==> config.mk <==
export PLATFORM = sky130hd
export DESIGN_NAME = sd_spi_command_read_engine_unit
export DESIGN_NICKNAME = d
export VERILOG_FILES = /design/src/sdspi_pkg.sv /design/src/sdspi_core.sv /design/src/sd_spi_command_read_engine_unit.sv
export VERILOG_INCLUDE_DIRS = /design/src /design/src/src
export SDC_FILE = /design/constraint.sdc
export NUM_CORES = 1
export LEC_CHECK = 0
export BUFFER_PORTS_ARGS = -buffer_cell sky130_fd_sc_hd__buf_4
export CAP_MARGIN = 25
export CORE_ASPECT_RATIO = 1.5
export CORE_MARGIN = 2
export CORE_UTILIZATION = 34
export CTS_BUF_LIST = sky130_fd_sc_hd__clkbuf_8
export DETAILED_ROUTE_END_ITERATION = 8
export GPL_ROUTABILITY_DRIVEN = 1
export GPL_TIMING_DRIVEN = 0
export SLEW_MARGIN = 20
export SYNTH_ARGS = -nofsm -noshare
export SYNTH_HDL_FRONTEND = slang
export SYNTH_SLANG_ARGS = --single-unit
==> constraint.sdc <==
create_clock -name clk -period 4.7 [get_ports clk]
set_clock_uncertainty 0.05 [all_clocks]
set_input_delay 0.94 -clock clk [delete_from_list [all_inputs] [get_ports clk]]
set_output_delay 0.94 -clock clk [all_outputs]
set_load 0.005 [all_outputs]
==> src/sd_spi_command_read_engine_unit_macros.svh <==
// Assertion macros for the SD SPI read engine.
// Included by modules that carry concurrent checks; no other dependencies.
`ifndef SD_SPI_COMMAND_READ_ENGINE_UNIT_MACROS_SVH
`define SD_SPI_COMMAND_READ_ENGINE_UNIT_MACROS_SVH
// implication checked on every edge outside reset
`define SDSPI_ASSERT_IMP(label, ante, cons, msg) \
	label: assert property (@(posedge clk) disable iff (!arst_n) (ante) |-> (cons)) else $error(msg);
// implication whose consequent is checked on the next cycle
`define SDSPI_ASSERT_NEXT(label, ante, cons, msg) \
	label: assert property (@(posedge clk) disable iff (!arst_n) (ante) |=> (cons)) else $error(msg);
`endif

==> src/sdspi_pkg.sv <==
// Shared types and constants for the SD SPI read engine.
// No dependencies.
`timescale 1ns / 1ps
package sdspi_pkg;
	localparam logic [3:0] PH_IDLE = 4'd0, PH_LEAD = 4'd1, PH_FRAME = 4'd2, PH_R1POLL = 4'd3,
		PH_R2BYTE = 4'd4, PH_WORD = 4'd5, PH_TOKEN = 4'd6, PH_DATA = 4'd7, PH_CRC = 4'd8,
		PH_TRAIL = 4'd9;
	localparam logic [3:0] ST_OK = 4'd0, ST_RESP_TO = 4'd1, ST_ILLEGAL = 4'd2,
		ST_CMD_CRC = 4'd3, ST_ERASE = 4'd4, ST_ADDR = 4'd5, ST_PARAM = 4'd6,
		ST_TOKEN_TO = 4'd7, ST_ERR_TOK = 4'd8, ST_CC = 4'd9, ST_ECC = 4'd10,
		ST_RANGE = 4'd11, ST_DATA_CRC = 4'd12;
	localparam logic [2:0] RT_R2 = 3'd2, RT_R3 = 3'd3, RT_R7 = 3'd4;
	localparam logic [7:0] BYTE_IDLE = 8'hFF, TOKEN_START = 8'hFE, CMD_START = 8'h40;

	typedef struct packed {
		logic       op;
		logic [5:0] cmd_index;
		logic [31:0] cmd_arg;
		logic [2:0] resp_type;
		logic [15:0] block_count;
		logic [11:0] blk_bytes;
		logic [15:0] data_timeout;
		logic [7:0] rx_byte;
	} req_t;

	typedef struct packed {
		logic [7:0] tx_byte;
		logic       tx_valid;
		logic       cs_active;
		logic       data_valid;
		logic [7:0] data_byte;
		logic       done_res;
		logic [3:0] status;
		logic [7:0] r1;
		logic [7:0] r2;
		logic [31:0] resp_word;
	} res_t;

	function automatic logic [6:0] crc7_byte(input logic [6:0] crc, input logic [7:0] b);
		logic [6:0] c;
		logic fb;
		c = crc;
		for (int i = 7; i >= 0; i--) begin
			fb = c[6] ^ b[i];
			c = {c[5:0], 1'b0};
			if (fb) c = c ^ 7'h09;
		end
		return c;
	endfunction

	function automatic logic [15:0] crc16_byte(input logic [15:0] crc, input logic [7:0] b);
		logic [15:0] c;
		c = crc ^ {b, 8'h00};
		for (int i = 0; i < 8; i++) begin
			if (c[15]) c = {c[14:0], 1'b0} ^ 16'h1021;
			else c = {c[14:0], 1'b0};
		end
		return c;
	endfunction
endpackage

==> src/sdspi_core.sv <==
// Engine state and next-step logic for one byte exchange per item.
// Depends on sdspi_pkg and the assertion macros header; instantiated by the top level.
`timescale 1ns / 1ps
module sdspi_core #(
	parameter int MAX_BLOCK_LEN   = 2048,
	parameter int RESP_POLL_LIMIT = 30
) (
	input  logic            clk,
	input  logic            arst_n,
	input  logic            step,
	input  logic            crc_en,
	input  sdspi_pkg::req_t req,
	output sdspi_pkg::res_t res
);
	import sdspi_pkg::*;
	`include "sd_spi_command_read_engine_unit_macros.svh"

	localparam logic [12:0] MAXL = 13'(MAX_BLOCK_LEN);
	localparam logic [7:0] POLLS = 8'(RESP_POLL_LIMIT);

	logic [3:0]  phase_q, phase_d;
	logic [12:0] bcnt_q, bcnt_d;
	logic [15:0] wcnt_q, wcnt_d;
	logic [15:0] blk_q, blk_d;
	logic [39:0] frame_q, frame_d;
	logic [6:0]  crc7_q, crc7_d;
	logic [15:0] c16_q, c16_d, crx_q, crx_d;
	logic [2:0]  rt_q, rt_d;
	logic [12:0] bl_q, bl_d;
	logic [15:0] to_q, to_d;
	logic [7:0]  r1_q, r1_d, r2_q, r2_d;
	logic [31:0] word_q, word_d;
	logic [3:0]  fst_q, fst_d;
	res_t        o;

	function automatic logic [7:0] fbyte(input logic [39:0] f, input logic [6:0] c,
		input logic [12:0] k);
		case (k)
			13'd0: return f[39:32];
			13'd1: return f[31:24];
			13'd2: return f[23:16];
			13'd3: return f[15:8];
			13'd4: return f[7:0];
			default: return {c, 1'b1};
		endcase
	endfunction

	function automatic logic [3:0] check_r1(input logic [7:0] r);
		if (r[2]) return ST_ILLEGAL;
		if (r[3]) return ST_CMD_CRC;
		if (r[4]) return ST_ERASE;
		if (r[5]) return ST_ADDR;
		if (r[6]) return ST_PARAM;
		return ST_OK;
	endfunction

	always_comb begin
		logic [12:0] bl;
		logic [39:0] fr;
		logic [6:0] c7;
		logic [3:0] st;
		logic aft;
		phase_d = phase_q; bcnt_d = bcnt_q; wcnt_d = wcnt_q; blk_d = blk_q;
		frame_d = frame_q; crc7_d = crc7_q; c16_d = c16_q; crx_d = crx_q;
		rt_d = rt_q; bl_d = bl_q; to_d = to_q; r1_d = r1_q; r2_d = r2_q;
		word_d = word_q; fst_d = fst_q;
		o = '0;
		aft = 1'b0;
		st = ST_OK;
		bl = {1'b0, req.blk_bytes};
		if (bl > MAXL) bl = MAXL;
		fr = {CMD_START | {2'b00, req.cmd_index}, req.cmd_arg};
		c7 = 7'd0;
		for (int k = 0; k < 5; k++) c7 = crc7_byte(c7, fr[39 - 8 * k -: 8]);
		if (!req.op) begin
			blk_d = req.block_count; rt_d = req.resp_type; bl_d = bl;
			to_d = req.data_timeout; frame_d = fr; crc7_d = c7;
			r1_d = BYTE_IDLE; r2_d = '0; word_d = '0; fst_d = ST_OK;
			bcnt_d = '0; wcnt_d = '0; c16_d = '0; crx_d = '0;
			phase_d = PH_LEAD;
			o.tx_byte = BYTE_IDLE; o.tx_valid = 1'b1; o.cs_active = 1'b1;
		end else begin
			case (phase_q)
				PH_LEAD: begin
					bcnt_d = '0; phase_d = PH_FRAME;
					o.tx_byte = fbyte(frame_q, crc7_q, 13'd0);
					o.tx_valid = 1'b1; o.cs_active = 1'b1;
				end
				PH_FRAME: begin
					o.tx_valid = 1'b1; o.cs_active = 1'b1;
					if (bcnt_q < 13'd5) begin
						bcnt_d = bcnt_q + 13'd1;
						o.tx_byte = fbyte(frame_q, crc7_q, bcnt_q + 13'd1);
					end else begin
						wcnt_d = {8'd0, POLLS}; phase_d = PH_R1POLL;
						o.tx_byte = BYTE_IDLE;
					end
				end
				PH_R1POLL: begin
					r1_d = req.rx_byte;
					if (req.rx_byte != BYTE_IDLE) begin
						if (req.rx_byte[3:2] == 2'b00 && rt_q == RT_R2) begin
							phase_d = PH_R2BYTE;
							o.tx_byte = BYTE_IDLE; o.tx_valid = 1'b1; o.cs_active = 1'b1;
						end else if (req.rx_byte[3:2] == 2'b00 &&
							(rt_q == RT_R3 || rt_q == RT_R7)) begin
							bcnt_d = '0; phase_d = PH_WORD;
							o.tx_byte = BYTE_IDLE; o.tx_valid = 1'b1; o.cs_active = 1'b1;
						end else aft = 1'b1;
					end else begin
						wcnt_d = {8'd0, wcnt_q[7:0] - 8'd1};
						if (wcnt_q[7:0] == 8'd1) begin
							fst_d = ST_RESP_TO; phase_d = PH_TRAIL;
							o.tx_byte = BYTE_IDLE; o.tx_valid = 1'b1;
						end else begin
							o.tx_byte = BYTE_IDLE; o.tx_valid = 1'b1; o.cs_active = 1'b1;
						end
					end
				end
				PH_R2BYTE: begin
					r2_d = req.rx_byte; aft = 1'b1;
				end
				PH_WORD: begin
					word_d = {word_q[23:0], req.rx_byte};
					bcnt_d = bcnt_q + 13'd1;
					if (bcnt_q + 13'd1 >= 13'd4) aft = 1'b1;
					else begin
						o.tx_byte = BYTE_IDLE; o.tx_valid = 1'b1; o.cs_active = 1'b1;
					end
				end
				PH_TOKEN: begin
					o.tx_byte = BYTE_IDLE; o.tx_valid = 1'b1; o.cs_active = 1'b1;
					if (req.rx_byte == TOKEN_START) begin
						bcnt_d = '0; c16_d = '0; crx_d = '0;
						phase_d = (bl_q == 13'd0) ? PH_CRC : PH_DATA;
					end else if (req.rx_byte[7:4] == 4'd0 && req.rx_byte != 8'd0) begin
						o.cs_active = 1'b0; phase_d = PH_TRAIL;
						if (req.rx_byte[0]) fst_d = ST_ERR_TOK;
						else if (req.rx_byte[1]) fst_d = ST_CC;
						else if (req.rx_byte[2]) fst_d = ST_ECC;
						else fst_d = ST_RANGE;
					end else begin
						wcnt_d = wcnt_q - 16'd1;
						if (wcnt_q == 16'd1) begin
							o.cs_active = 1'b0; phase_d = PH_TRAIL; fst_d = ST_TOKEN_TO;
						end
					end
				end
				PH_DATA: begin
					o.data_valid = 1'b1; o.data_byte = req.rx_byte;
					c16_d = crc16_byte(c16_q, req.rx_byte);
					bcnt_d = bcnt_q + 13'd1;
					if (bcnt_q + 13'd1 >= bl_q) begin
						bcnt_d = '0; phase_d = PH_CRC;
					end
					o.tx_byte = BYTE_IDLE; o.tx_valid = 1'b1; o.cs_active = 1'b1;
				end
				PH_CRC: begin
					crx_d = {crx_q[7:0], req.rx_byte};
					bcnt_d = bcnt_q + 13'd1;
					o.tx_byte = BYTE_IDLE; o.tx_valid = 1'b1; o.cs_active = 1'b1;
					if (bcnt_q + 13'd1 < 13'd2) begin
					end else if (crc_en && {crx_q[7:0], req.rx_byte} != c16_q) begin
						o.cs_active = 1'b0; phase_d = PH_TRAIL; fst_d = ST_DATA_CRC;
					end else begin
						blk_d = blk_q - 16'd1;
						if (blk_q == 16'd1) begin
							o.cs_active = 1'b0; phase_d = PH_TRAIL; fst_d = ST_OK;
						end else begin
							wcnt_d = to_q; phase_d = PH_TOKEN;
						end
					end
				end
				PH_TRAIL: begin
					o.done_res = 1'b1; phase_d = PH_IDLE;
					o.status = fst_q; o.r1 = r1_q; o.r2 = r2_q; o.resp_word = word_q;
				end
				default: phase_d = PH_IDLE;
			endcase
			if (aft) begin
				o.tx_byte = BYTE_IDLE; o.tx_valid = 1'b1;
				st = check_r1(r1_d);
				if (blk_q == 16'd0) begin
					fst_d = ST_OK; phase_d = PH_TRAIL;
				end else if (st != ST_OK) begin
					fst_d = st; phase_d = PH_TRAIL;
				end else begin
					wcnt_d = to_q; phase_d = PH_TOKEN; o.cs_active = 1'b1;
				end
			end
		end
	end

	always_ff @(posedge clk or negedge arst_n) begin
		if (!arst_n) begin
			phase_q <= PH_IDLE; bcnt_q <= '0; wcnt_q <= '0; blk_q <= '0; frame_q <= '0;
			crc7_q <= '0; c16_q <= '0; crx_q <= '0; rt_q <= '0; bl_q <= '0; to_q <= '0;
			r1_q <= '0; r2_q <= '0; word_q <= '0; fst_q <= '0;
		end else if (step) begin
			phase_q <= phase_d; bcnt_q <= bcnt_d; wcnt_q <= wcnt_d; blk_q <= blk_d;
			frame_q <= frame_d; crc7_q <= crc7_d; c16_q <= c16_d; crx_q <= crx_d;
			rt_q <= rt_d; bl_q <= bl_d; to_q <= to_d; r1_q <= r1_d; r2_q <= r2_d;
			word_q <= word_d; fst_q <= fst_d;
		end
	end

	assign res = o;

	`SDSPI_ASSERT_IMP(a_done_only_trail, step && o.done_res, phase_q == PH_TRAIL && req.op,
		"done outside trailing phase")
	`SDSPI_ASSERT_NEXT(a_start_leads, step && !req.op, phase_q == PH_LEAD,
		"start did not enter lead phase")
	`SDSPI_ASSERT_IMP(a_data_in_data, step && o.data_valid, phase_q == PH_DATA,
		"data byte outside data phase")
	`SDSPI_ASSERT_IMP(a_len_sat, 1'b1, bl_q <= MAXL, "block length above limit")
endmodule

==> src/sd_spi_command_read_engine_unit.sv <==
// The result of an accepted item is registered in the output register as the item is taken.
// Throughput: one item per cycle while m_axis is ready; the output register is reloaded while it is being taken.
// Each item is one SPI byte exchange; the CRC7 of the frame is formed on the start item.
// Reset (arst_n low, asynchronous) returns the engine to idle and clears crc_en_q.
// Back-pressure on m_axis stalls s_axis; no item is dropped.
`timescale 1ns / 1ps
module sd_spi_command_read_engine_unit #(
	parameter int MAX_BLOCK_LEN   = 2048,
	parameter int RESP_POLL_LIMIT = 30
) (
	input  logic         clk,
	input  logic         arst_n,
	input  logic         cfg_we,
	input  logic         cfg_wdata,
	input  logic         s_axis_tvalid,
	output logic         s_axis_tready,
	// cmd_index[5:0], cmd_arg[37:6], resp_type[40:38], block_count[56:41],
	// blk_bytes[68:57], data_timeout[84:69], rx_byte[92:85], zero pad to 96
	input  logic [95:0]  s_axis_tdata,
	input  logic         s_axis_tuser,   // op
	output logic         m_axis_tvalid,
	input  logic         m_axis_tready,
	// tx_byte[7:0], tx_valid[8], cs_active[9], data_valid[10], data_byte[18:11],
	// done_res[19], status[23:20], r1[31:24], r2[39:32], resp_word[71:40]
	output logic [71:0]  m_axis_tdata
);
	import sdspi_pkg::*;

	logic crc_en_q;
	logic step;
	req_t req;
	res_t res;

	// config register; the user must write it only while idle, the block does not enforce this
	always_ff @(posedge clk or negedge arst_n) begin
		if (!arst_n) crc_en_q <= 1'b0;
		else if (cfg_we) crc_en_q <= cfg_wdata;
	end

	// a new item may enter whenever the output slot is empty or being emptied
	assign s_axis_tready = !m_axis_tvalid || m_axis_tready;
	assign step = s_axis_tvalid && s_axis_tready;

	assign req.op           = s_axis_tuser;
	assign req.cmd_index    = s_axis_tdata[5:0];
	assign req.cmd_arg      = s_axis_tdata[37:6];
	assign req.resp_type    = s_axis_tdata[40:38];
	assign req.block_count  = s_axis_tdata[56:41];
	assign req.blk_bytes    = s_axis_tdata[68:57];
	assign req.data_timeout = s_axis_tdata[84:69];
	assign req.rx_byte      = s_axis_tdata[92:85];

	sdspi_core #(.MAX_BLOCK_LEN(MAX_BLOCK_LEN), .RESP_POLL_LIMIT(RESP_POLL_LIMIT)) u_core (
		.clk(clk), .arst_n(arst_n), .step(step), .crc_en(crc_en_q), .req(req), .res(res)
	);

	// result register
	always_ff @(posedge clk or negedge arst_n) begin
		if (!arst_n) m_axis_tvalid <= 1'b0;
		else if (s_axis_tready) m_axis_tvalid <= s_axis_tvalid;
	end

	always_ff @(posedge clk) begin
		if (step)
			m_axis_tdata <= {res.resp_word, res.r2, res.r1, res.status, res.done_res,
				res.data_byte, res.data_valid, res.cs_active, res.tx_valid, res.tx_byte};
	end
endmodule
=== Word level (Yosys, flattened, before mapping) ===
Index checks and enable logic that the tools add are counted.

* $add $sub $neg: 4
* Reduce and logical (&&, ||, !) cells: 29
* Magnitude comparators: 5
* Bitwise gates (word level): 84
* Muxes and demuxes: 195
* Eq/ne operators: 43

{| class="wikitable"
|+ Operator list
! operator !! number
|-
| $mux 16 || 31
|-
| $mux 4 || 83
|-
| $mux 13 || 15
|-
| $pmux 13 s6 || 1
|-
| $not 2->2 || 37
|-
| $pmux 10 s7 || 1
|-
| $mux 32 || 2
|-
| $pmux 16 s4 || 1
|-
| $mux 8 || 7
|-
| $mux 53 || 1
|-
| $mux 1 || 41
|-
| $mux 10 || 4
|-
| $pmux 8 s5 || 1
|-
| $xor 1x1->1 || 34
|-
| $eq 16x1->1 const B || 2
|-
| $pmux 16 s2 || 1
|-
| $sub 16x1->16 const B || 2
|-
| $pmux 4 s7 || 1
|-
| $eq 13x2->1 const B || 2
|-
| $logic_not 13->1 || 2
|-
| $not 3->3 || 8
|-
| $eq 4x3->1 const B || 4
|-
| $logic_not 16->1 || 1
|-
| $ne 16x16->1 || 1
|-
| 49 further kinds || 77
|}

* Logic and storage cells: 382
* Output and inout bits: 74
* Register bits: 277

=== Depth between registers and ports, before layout ===
Gate-level depths: netlist of the first run.

* Word-level depth: 75
* Mapped depth: 17
* Depth with buffers taken out: 15

=== Hierarchy ===
A second synthesis of the first run with hierarchy kept.

* Cells, all modules: 1502
* Area total of the unflattened synthesis: 14395.1 um2

{| class="wikitable"
|+ Modules (own cells, without submodules)
! module !! sequential area each (um2) !! cells an instance !! area an instance (um2) !! times used
|-
| sdspi_core || 5054.8 || 1424 || 12141.6 || 1
|-
| sd_spi_command_read_engine_unit || 2212.1 || 78 || 2253.4 || 1
|}

=== Least setup slack after synthesis of the first run ===
No wires, ideal clock.

* Kind: input to register
* Start point: input port m_axis_tready
* End point: register u_core.r1_q[0]
* Cell stages on the path: 7
* Buffers on the path: 1
* Setup slack: 0.370 ns
* Library setup time: 0.135 ns
* Arrival time: 4.145 ns
* Cell sequence: nand2b_1 -> nand2_1 -> inv_1 -> clkbuf_1 -> nand2_1 -> o22ai_1 -> a21oi_1

* Longest elaborated chain between the ends: 3

{| class="wikitable"
|+ RTL lines
! what !! RTL line !! RTL
|-
| start: declaration || sd_spi_command_read_engine_unit.sv:22 || <nowiki>input logic m_axis_tready,</nowiki>
|-
| $logic_or 1x1->1 || sd_spi_command_read_engine_unit.sv:41 || <nowiki>assign s_axis_tready = !m_axis_tvalid || m_axis_tready;</nowiki>
|-
| $logic_and 1x1->1 || sd_spi_command_read_engine_unit.sv:42 || <nowiki>assign step = s_axis_tvalid && s_axis_tready;</nowiki>
|-
| net step || sd_spi_command_read_engine_unit.sv:30 || <nowiki>logic step;</nowiki>
|-
| $reduce_and 2->1 (no line) || -- ||
|-
| end signal: assignment || sdspi_core.sv:202 || <nowiki>rt_q <= rt_d; bl_q <= bl_d; to_q <= to_d; r1_q <= r1_d; r2_q <= r2_d;</nowiki>
|-
| end: declaration || sdspi_core.sv:31 || <nowiki>logic [7:0] r1_q, r1_d, r2_q, r2_d;</nowiki>
|}

The timed path passes the listed nets, and every way through them passes these cells.
A chain may end at the register's enable or synchronous reset.

=== Worst setup path in the final report of the first run ===
* Start point: register u_core.bcnt_q[1]
* End point: register u_core.bcnt_q[9]

* Longest elaborated chain between the ends: 5
* Elaborated cells on any way between the ends: 9
* Those cells by class: add/sub (1); order compare (2); eq/ne (1); mux (4); reduce/logical (1)

{| class="wikitable"
|+ RTL lines
! what !! RTL line !! RTL
|-
| start: declaration || sdspi_core.sv:22 || <nowiki>logic [12:0] bcnt_q, bcnt_d;</nowiki>
|-
| start signal: assignment || sdspi_core.sv:200 || <nowiki>phase_q <= phase_d; bcnt_q <= bcnt_d; wcnt_q <= wcnt_d; blk_q <= blk_d;</nowiki>
|-
| $add 13x1->13 || -- ||
|-
| $ge 13x13->1 || sdspi_core.sv:153 || <nowiki>if (bcnt_q + 13'd1 >= bl_q) begin</nowiki>
|-
| $mux 13 || sdspi_core.sv:153 ||
|-
| $pmux 13 s6 || sdspi_core.sv:83 || <nowiki>case (phase_q)</nowiki>
|-
| $mux 13 || sdspi_core.sv:75 || <nowiki>if (!req.op) begin</nowiki>
|}

Several ways; a longest one is shown, not always the timed one. The select of a mux whose other input is x is not followed.

==> qor.yml, run 1 <==
outcome:
  outcome: "finished clean"
synthesis:
  netlist_area_sq_um: 14600
  ys_seq_area_share_pct: 49.8
  synth_edf_count: 72
  syn-num-nets: 1659
  synth_cells: 1538
  synthDistinctLibCells: 75
  ys_ff_latch: 276
  avgSynthCellArea_sq_um: 9.49
  synth_ff_type: "dfrtp_1"
  async_flop_share_pct: 73.9
  yosys_warnings: 0
global_route:
  use_met2_pct: 35.9
  overflow: 0
  antenna_found_initial: 1
  met3_usage_pct: 2.99
  grt.busiest_layer: "met2"
  met1_usage_pct: 22.1
  grt_pass1_vias: 12800
  grt_pass1_wl_mm: 70.0
  grt_use_total_pct: 19.7
  grt_max_degree: 83
timing:
  fin_crit_sh_pct: 90.9
  min_period_ns: 4.27
  slew_viol_final: 0
  rsz0062_at_grt: "false"
  hold_ws_ns: 0.240
  relSlewSlack_pct: 41.5
  final-hold-violation-count: 0
  max_freq_ghz: 0.234
  setup_viol: 0
  worst_pin_slew_ns: 0.870
  layout_setup_ws_ns: 0.426
placement:
  dp_hpwl_mm: 33.3
  placed_cells: 2282
  place_ws_ns: -0.0922
  dpl_cell_area_sq_um: 16700
  gp_congestion: 0.958
  numPortBuffers: 169
worst_setup_path:
  worstReg2RegStart: "u_core.bcnt_q[1]"
  worst_setup_path_start_kind: "flip-flop"
  cp_slowest_cell: "dfrtp_1"
  critPathArrivalTime_ns: 4.71
  slowest_delay_ns: 0.49
  cp.required_ns: 5.14
  r2r_cells: 16
  rrSetupSlack_ns: 0.43
  worst_r2r_endpoint: "u_core.bcnt_q[9]"
  end_kind: "flip-flop"
  worstSetupPathType: "reg -> reg"
  cp_cell_sequence: "ha_1, clkbuf_2, nand4_1, or2_2, xnor2_1, ha_1, a211o_1, o211ai_1, a21oi_1, o211ai_1, a21oi_1, nor4_1, o21ai_1, clkbuf_1, o21bai_1, a22o_1"
  critical_path.max_fanout: 10
final_layout:
  final_area_sq_um: 17600
  final_cells: 2364
  fillerInstances: 4291
  area_growth_pct: 20.5
  layout.nets: 1880
  drive_gt1_share_pct: 15.6
floorplan:
  core-area_sq_um: 42700
  die_width_um: 173
  start_util_pct: 34.2
  ioPinCount: 177
  dieArea_sq_um: 44600
  fp.dieH_um: 258
  num_rows: 93
drt:
  viasPerCell: 5.27
  dr.pass1.iters: 5
  drc: 0
  ant_nets: 0
  post_drt_wl_per_cell_um: 18.7
  vias: 12400
  wirelength_mm: 44.2
  drt_iter0_drc: 877
power:
  p_leak_nw: 7.65
  ir_drop_v: 0.000353
  powerDensity_nw_per_um2: 426
  total_power_mw: 7.49
cts:
  cts_max_path_buffers: 3
  clk_pin_slew_ns: 0.07
  cts_tree: "done"
  cts_buffers: 44
  holdBufCountCts: 0
  clkLatencyLatePin_ns: 0.60
  cts_root_buf: "clkbuf_8"
  h-tree-depth: 2
  cts-resized-gates: 0
  clock-sinks: 276
  post_cts_buffers: 0
run:
  maxCapViolCount: 0
worst_hold_path:
  hold_path.class: "in -> async"
==> cell type report <==
type / count / area (sq um) / share of cell area [%]
diodes: 1 / 2.50 / 0.0142
flip-flops and latches: 276 / 7270 / 41.3
clock buffers: 48 / 661 / 3.76
plain buffers: 89 / 350 / 1.99
well taps: 570 / 713 / 4.06
inverters: 38 / 143 / 0.811
clock inverters: 32 / 223 / 1.27
repair buffers: 175 / 1370 / 7.78
multi-input cells: 1135 / 6860 / 39.0
==> state kept, by name (all words and copies together) (netlist names) <==
register	flops
crc_en_q	1
m_axis_tdata	72
m_axis_tvalid	1
u_core.bcnt_q	13
u_core.bl_q	12
u_core.blk_q	16
u_core.c16_q	16
u_core.crc7_q	7
u_core.crx_q	8
u_core.frame_q	39
u_core.fst_q	4
u_core.phase_q	4
u_core.r1_q	8
u_core.r2_q	8
u_core.rt_q	3
u_core.to_q	16
u_core.wcnt_q	16
u_core.word_q	32
==> routing by layer <==
layer / vias up / wire [um]
li1: 5914 / -
met1: 5943 / 17000
met2: 468 / 22700
met3: 124 / 2350
met4: 0 / 2260
met5: - / 0
==> cells in the mapped netlist (6+ instances only) <==
cell type,instances,area (sq um)
a221o_1,9,90.1
o22ai_1,9,56.3
and2_1,64,400
buf_1,12,45.0
a22oi_1,7,52.6
a21boi_0,7,52.6
o22a_1,16,140
a221oi_1,8,70.1
ha_1,18,225
a22o_1,44,385
nor4_1,22,138
a222oi_1,8,80.1
a21o_1,6,45.0
a21oi_1,76,380
nor3_1,30,150
o21ai_0,101,505
nor2_1,90,338
nor2b_1,6,37.5
a31oi_1,9,56.3
buf_2,8,40.0
nand4_1,12,75.1
dfrtp_1,204,5100
o211ai_1,7,52.6
or2_2,11,68.8
clkbuf_1,67,251
xor2_1,26,228
or3_1,12,75.1
edfxtp_1,72,2160
or4_1,9,67.6
o31ai_1,19,143
nand2_1,300,1130
nand3_1,25,125
mux2i_1,8,80.1
inv_1,36,135
nand2b_1,14,87.6
xnor2_1,85,744
==> critical path: cells and delay by family, from the launching register on <==
family,cells,cell delay [ns]
AO/OA/AOI/OAI,8,1.51
XOR/XNOR,1,0.15
adder cells (fa/ha/maj),2,0.51
buffers and inverters,2,0.62
flip-flops,1,0.49
AND/OR/NAND/NOR,3,0.83
==> cell usage in the layout, fill, tap and decap left out, drive strengths merged, types with 6 or more instances in the layout <==
cell and n:
o31ai 19, mux2i 8, nor2 90, a21o 6
nand2 300, a31oi 9, o22a 16, a22oi 7
a221oi 8, inv 58, o21ai 106, nor3 30
or4 9, or3 12, ha 18, nor4 22
nor2b 6, nand4 13, buf 195, or2 11
dfrtp 204, clkbuf 117, nand3 26, a221o 9
and2 65, nand2b 14, a21oi 76, a22o 44
xnor2 88, o211ai 7, xor2 26, clkinv 8
a21boi 7, edfxtp 72, o22ai 9, a222oi 8
==> cells by family after synthesis <==
kind of cell,share of synthesized area (%)
AOI/OAI and AO/OA,17.5
xor gates and xnor gates,7.64
adders and majority gates,1.54
buffers and inverters,3.35
DFF,49.8
muxes,0.857
and+or+nand+nor,19.3
==> stage by stage <==
| step | util (%) | setup TNS (ns) |
|---|---|---|
| after CTS | 41.2 | 0 |
| after floorplan | - | 0 |
| after global placement | 38.8 | -67.12 |
| after detailed placement | 39.1 | -0.443 |
| final | 41.2 | 0 |
| after global routing | 41.2 | 0 |
==> worst max path at each step <==
stage / startpoint / to
after floorplan: m_axis_tready / u_core.r1_q[0]
after global placement: m_axis_tready / u_core.r1_q[0]
after detailed placement: s_axis_tdata[89] / u_core.wcnt_q[9]
after CTS: s_axis_tdata[89] / u_core.wcnt_q[11]
after global routing: u_core.bcnt_q[1] / u_core.bcnt_q[9]
final: u_core.bcnt_q[1] / u_core.bcnt_q[9]
==> where the power goes <==
part | internal, mW | total, mW | switching (mW)
Clock | 1.11 | 2.11 | 0.993
Sequential | 2.80 | 3.10 | 0.298
Combinational | 0.931 | 2.28 | 1.35
(Power assumes the default switching activity.)
==> run 2: changes to the inputs <==
--- a/config.mk
+++ b/config.mk
@@ -6,6 +6,7 @@
 export SDC_FILE = /design/constraint.sdc
 export NUM_CORES = 1
 export LEC_CHECK = 0
+export ABC_AREA = 1
 export BUFFER_PORTS_ARGS = -buffer_cell sky130_fd_sc_hd__buf_4
 export CAP_MARGIN = 25
 export CORE_ASPECT_RATIO = 1.5
==> run 2 against run 1 <==
  * Power rose by 5.7%
  * Synthesized cell count rose by 31%
  * Area after synthesis rose by 7.3%
  * Flip-flop and latch count did not move
  * Via count rose by 16%
  * Core utilization fell by 0.38 points
  * Non-clock buffer count fell by 27
  * Worst setup slack improved by 0.74 ns
  * Clock power barely moved
  * Combinational power rose by 17%
  * Clock-buffer cell count did not move
  * Largest cell class unchanged
  * Highest routed layer unchanged
==> qor.yml, run 2 <==
placement:
  placed_cells: 2776  # was 2282
  numPortBuffers: 167  # was 169
  gp_congestion: 0.919  # was 0.958
  dp_hpwl_mm: 36.9  # was 33.3 mm
timing:
  setup_viol: 0  # unchanged
  slew_viol_final: 0  # unchanged
  hold_ws_ns: 0.179  # was 0.240 ns
  fin_crit_sh_pct: 75.1  # was 90.9%
  min_period_ns: 3.53  # was 4.27 ns
  final-hold-violation-count: 0  # unchanged
  relSlewSlack_pct: 36.1  # was 41.5%
  worst_pin_slew_ns: 0.958  # was 0.870 ns
  max_freq_ghz: 0.283  # was 0.234 GHz
  rsz0062_at_grt: "false"  # unchanged
final_layout:
  layout_commonest_cell: "nand2_1"  # unchanged
  fin_util_pct: 40.8  # was 41.2%
  final_cells: 2855  # was 2364
  reg_top3: "m_axis_tdata x72, u_core.frame_q x39, u_core.word_q x32"  # unchanged
  top_register: "m_axis_tdata"  # unchanged
  register_area_sq_um: 7270  # unchanged
  area_growth_pct: 18.9  # was 20.5%
  fillerInstances: 4758  # was 4291
  multi_input_area_sq_um: 7050  # was 6860 sq um
  drive_gt1_share_pct: 13.9  # was 15.6%
  layout.nets: 2355  # was 1880
  final_cell_mix: "nand2_1, inv_1, dfrtp_1"  # was nand2_1, dfrtp_1, buf_4
  largest_reg_flops: 72  # unchanged
worst_setup_path:
  r2r_cells: 16  # unchanged
  crit_family: "simple AND/OR/NAND/NOR gates"  # was compound AO/OA/AOI/OAI gates
  worst_setup_path_start_kind: "flip-flop"  # unchanged
  crit_start: "u_core.bcnt_q[0]"  # was u_core.bcnt_q[1]
  worstReg2RegStart: "u_core.bcnt_q[0]"  # was u_core.bcnt_q[1]
  cp_cell_sequence: "ha_1, nand2_1, nor2_2, inv_1, nor2_1, nand2_1, xor2_1, nand2_1, inv_2, nand3_1, nor3_2, o21ai_2, nand4_1, nand3_1, o21ai_1, nand3_1"  # was ha_1, clkbuf_2, nand4_1, or2_2, xnor2_1, ha_1, a211o_1, o211ai_1, a21oi_1, o211ai_1, a21oi_1, nor4_1, o21ai_1, clkbuf_1, o21bai_1, a22o_1
  path_depth: 16  # unchanged
  cp-endpoint: "m_axis_tdata[3]"  # was u_core.bcnt_q[9]
  end_kind: "flip-flop"  # unchanged
  critical_path.max_fanout: 8  # was 10
  rrSetupSlack_ns: 1.17  # was 0.43 ns
  cp.required_ns: 4.97  # was 5.14 ns
  cp_slowest_cell: "nor3_2"  # was dfrtp_1
  worstSetupPathType: "reg -> reg"  # unchanged
  slowest_delay_ns: 0.53  # was 0.49 ns
  worst_r2r_endpoint: "m_axis_tdata[3]"  # was u_core.bcnt_q[9]
  cp_num_buf_inv: 2  # unchanged
  critPathArrivalTime_ns: 3.80  # was 4.71 ns
outcome:
  outcome: "finished clean"  # unchanged
cts:
  cts-resized-gates: 0  # unchanged
  cts_tree: "done"  # unchanged
  holdBufCountCts: 0  # unchanged
  clkLatencyLatePin_ns: 0.59  # was 0.60 ns
  clock-sinks: 276  # unchanged
  clk_pin_slew_ns: 0.07  # about the same
  cts_max_path_buffers: 3  # unchanged
  cts_buffers: 43  # was 44
  cts_root_buf: "clkbuf_8"  # unchanged
  post_cts_buffers: 0  # unchanged
  h-tree-depth: 2  # unchanged
global_route:
  overflow: 0  # unchanged
  grt_max_degree: 90  # was 83
  antenna_found_initial: 2  # was 1
  grt_pass1_vias: 14600  # was 12800
  grt_pass1_wl_mm: 75.0  # was 70.0 mm
  grt_use_total_pct: 20.0  # was 19.7%
worst_hold_path:
  hold_path.class: "in -> async"  # unchanged
synthesis:
  ys_ff_latch: 276  # unchanged
  synth_area_leaders: "dfrtp_1, edfxtp_1, nand2_1"  # unchanged
  synth_ff_type: "dfrtp_1"  # unchanged
  avgSynthCellArea_sq_um: 7.76  # was 9.49 sq um
  synth_mux_area_share_pct: 0.136  # was 0.857%
  synthAdderAreaFrac_pct: 1.44  # was 1.54%
  synthDistinctLibCells: 67  # was 75
  netlist_area_sq_um: 15700  # was 14600 sq um
  synth-xor-area-share_pct: 3.16  # was 7.64%
  synth-compound-area-share_pct: 13.9  # was 17.5%
  synthSimpleGateAreaFrac_pct: 26.4  # was 19.3%
  async_flop_share_pct: 73.9  # unchanged
  yosys_warnings: 0  # unchanged
  synth_edf_count: 72  # unchanged
  synth_top_family_by_area: "simple AND/OR/NAND/NOR gates"  # unchanged
  ys_top_cells_by_count: "nand2_1, inv_1, dfrtp_1, nor2_1, o21ai_0"  # was nand2_1, dfrtp_1, o21ai_0, nor2_1, xnor2_1
  ys_seq_area_share_pct: 46.4  # was 49.8%
  syn-num-nets: 2139  # was 1659
  yosysTopAreaCellShare_pct: 32.6  # was 35.0%
  synth_largest_area_cell: "dfrtp_1"  # unchanged
  synth_cells: 2018  # was 1538
  synth_most_common_cell: "nand2_1"  # unchanged
drt:
  vias: 14400  # was 12400
  viasPerCell: 5.04  # was 5.27
  top_layer: "met4"  # unchanged
  post_drt_wl_per_cell_um: 16.5  # was 18.7 um
  drt_iter0_drc: 925  # was 877
  met3_length_mm: 2.45  # was 2.35 mm
  dr.pass1.iters: 8  # was 5
  wl_met2_mm: 25.0  # was 22.7 mm
  wirelength_mm: 47.2  # was 44.2 mm
  wl_met1_mm: 17.9  # was 17.0 mm
  ant_nets: 0  # unchanged
  drc: 0  # unchanged
run:
  maxCapViolCount: 0  # unchanged
floorplan:
  fp.dieH_um: 267  # was 258 um
  core-area_sq_um: 45600  # was 42700 sq um
  die_width_um: 179  # was 173 um
  dieArea_sq_um: 47800  # was 44600 sq um
  start_util_pct: 34.3  # was 34.2%
  ioPinCount: 177  # unchanged
  num_rows: 96  # was 93
power:
  p_leak_nw: 8.85  # was 7.65 nW
  powerDensity_nw_per_um2: 425  # was 426 nW/um^2
  ir_drop_v: 0.000171  # was 0.000353 V
[run 2: metal layers]
metal  GRT usage (%)  vias up
li1                -     7090
met1            22.2     6764
met2            37.6      421
met3            2.65      109
met4            8.70        0
met5               0        -
[run 2: area by class of cell]
type,count,area share [%]
flip-flops and latches,276,39.0
multi-input cells,1400,37.9
repair buffers,171,7.24
inverters,276,5.58
well taps,588,3.95
clock buffers,48,3.55
plain buffers,66,1.64
clock inverters,28,1.14
diodes,2,0.0269
[run 2: logic make-up after synthesis]
family | Yosys count
XOR/XNOR | 53
adder cells (fa/ha/maj) | 18
buffers and inverters | 342
AND/OR/NAND/NOR | 947
multiplexers | 2
AO/OA/AOI/OAI | 380
flip-flops | 276
[run 2: worst min-delay path by stage]
| stage | endpoint |
|---|---|
| 4_1_cts | u_core.bl_q[8] |
| 6_report | u_core.bl_q[8] |
| 3_3_place_gp | u_core.r2_q[3] |
| 2_1_floorplan | u_core.crc7_q[6] |
| 3_5_place_dp | u_core.r2_q[7] |
| 5_1_grt | u_core.bl_q[8] |
[run 2: where the power goes]
part	switching (mW)	leakage [nW]	internal [mW]	total (mW)
Combinational	1.75	5.02	0.919	2.67
Sequential	0.293	3.34	2.84	3.13
Clock	0.998	0.486	1.11	2.11
[run 2: through the flow]
stage	setup WS, ns	area [sq um]	power (mW)	setup TNS [ns]
floorplan	0.539	15700	4.95	0
global placement	-1.00	17600	5.78	-79.82
detailed placement	0.827	17700	5.84	0
CTS	1.22	18600	7.97	0
global route	0.925	18600	8.49	0
finish	1.17	18600	7.91	0
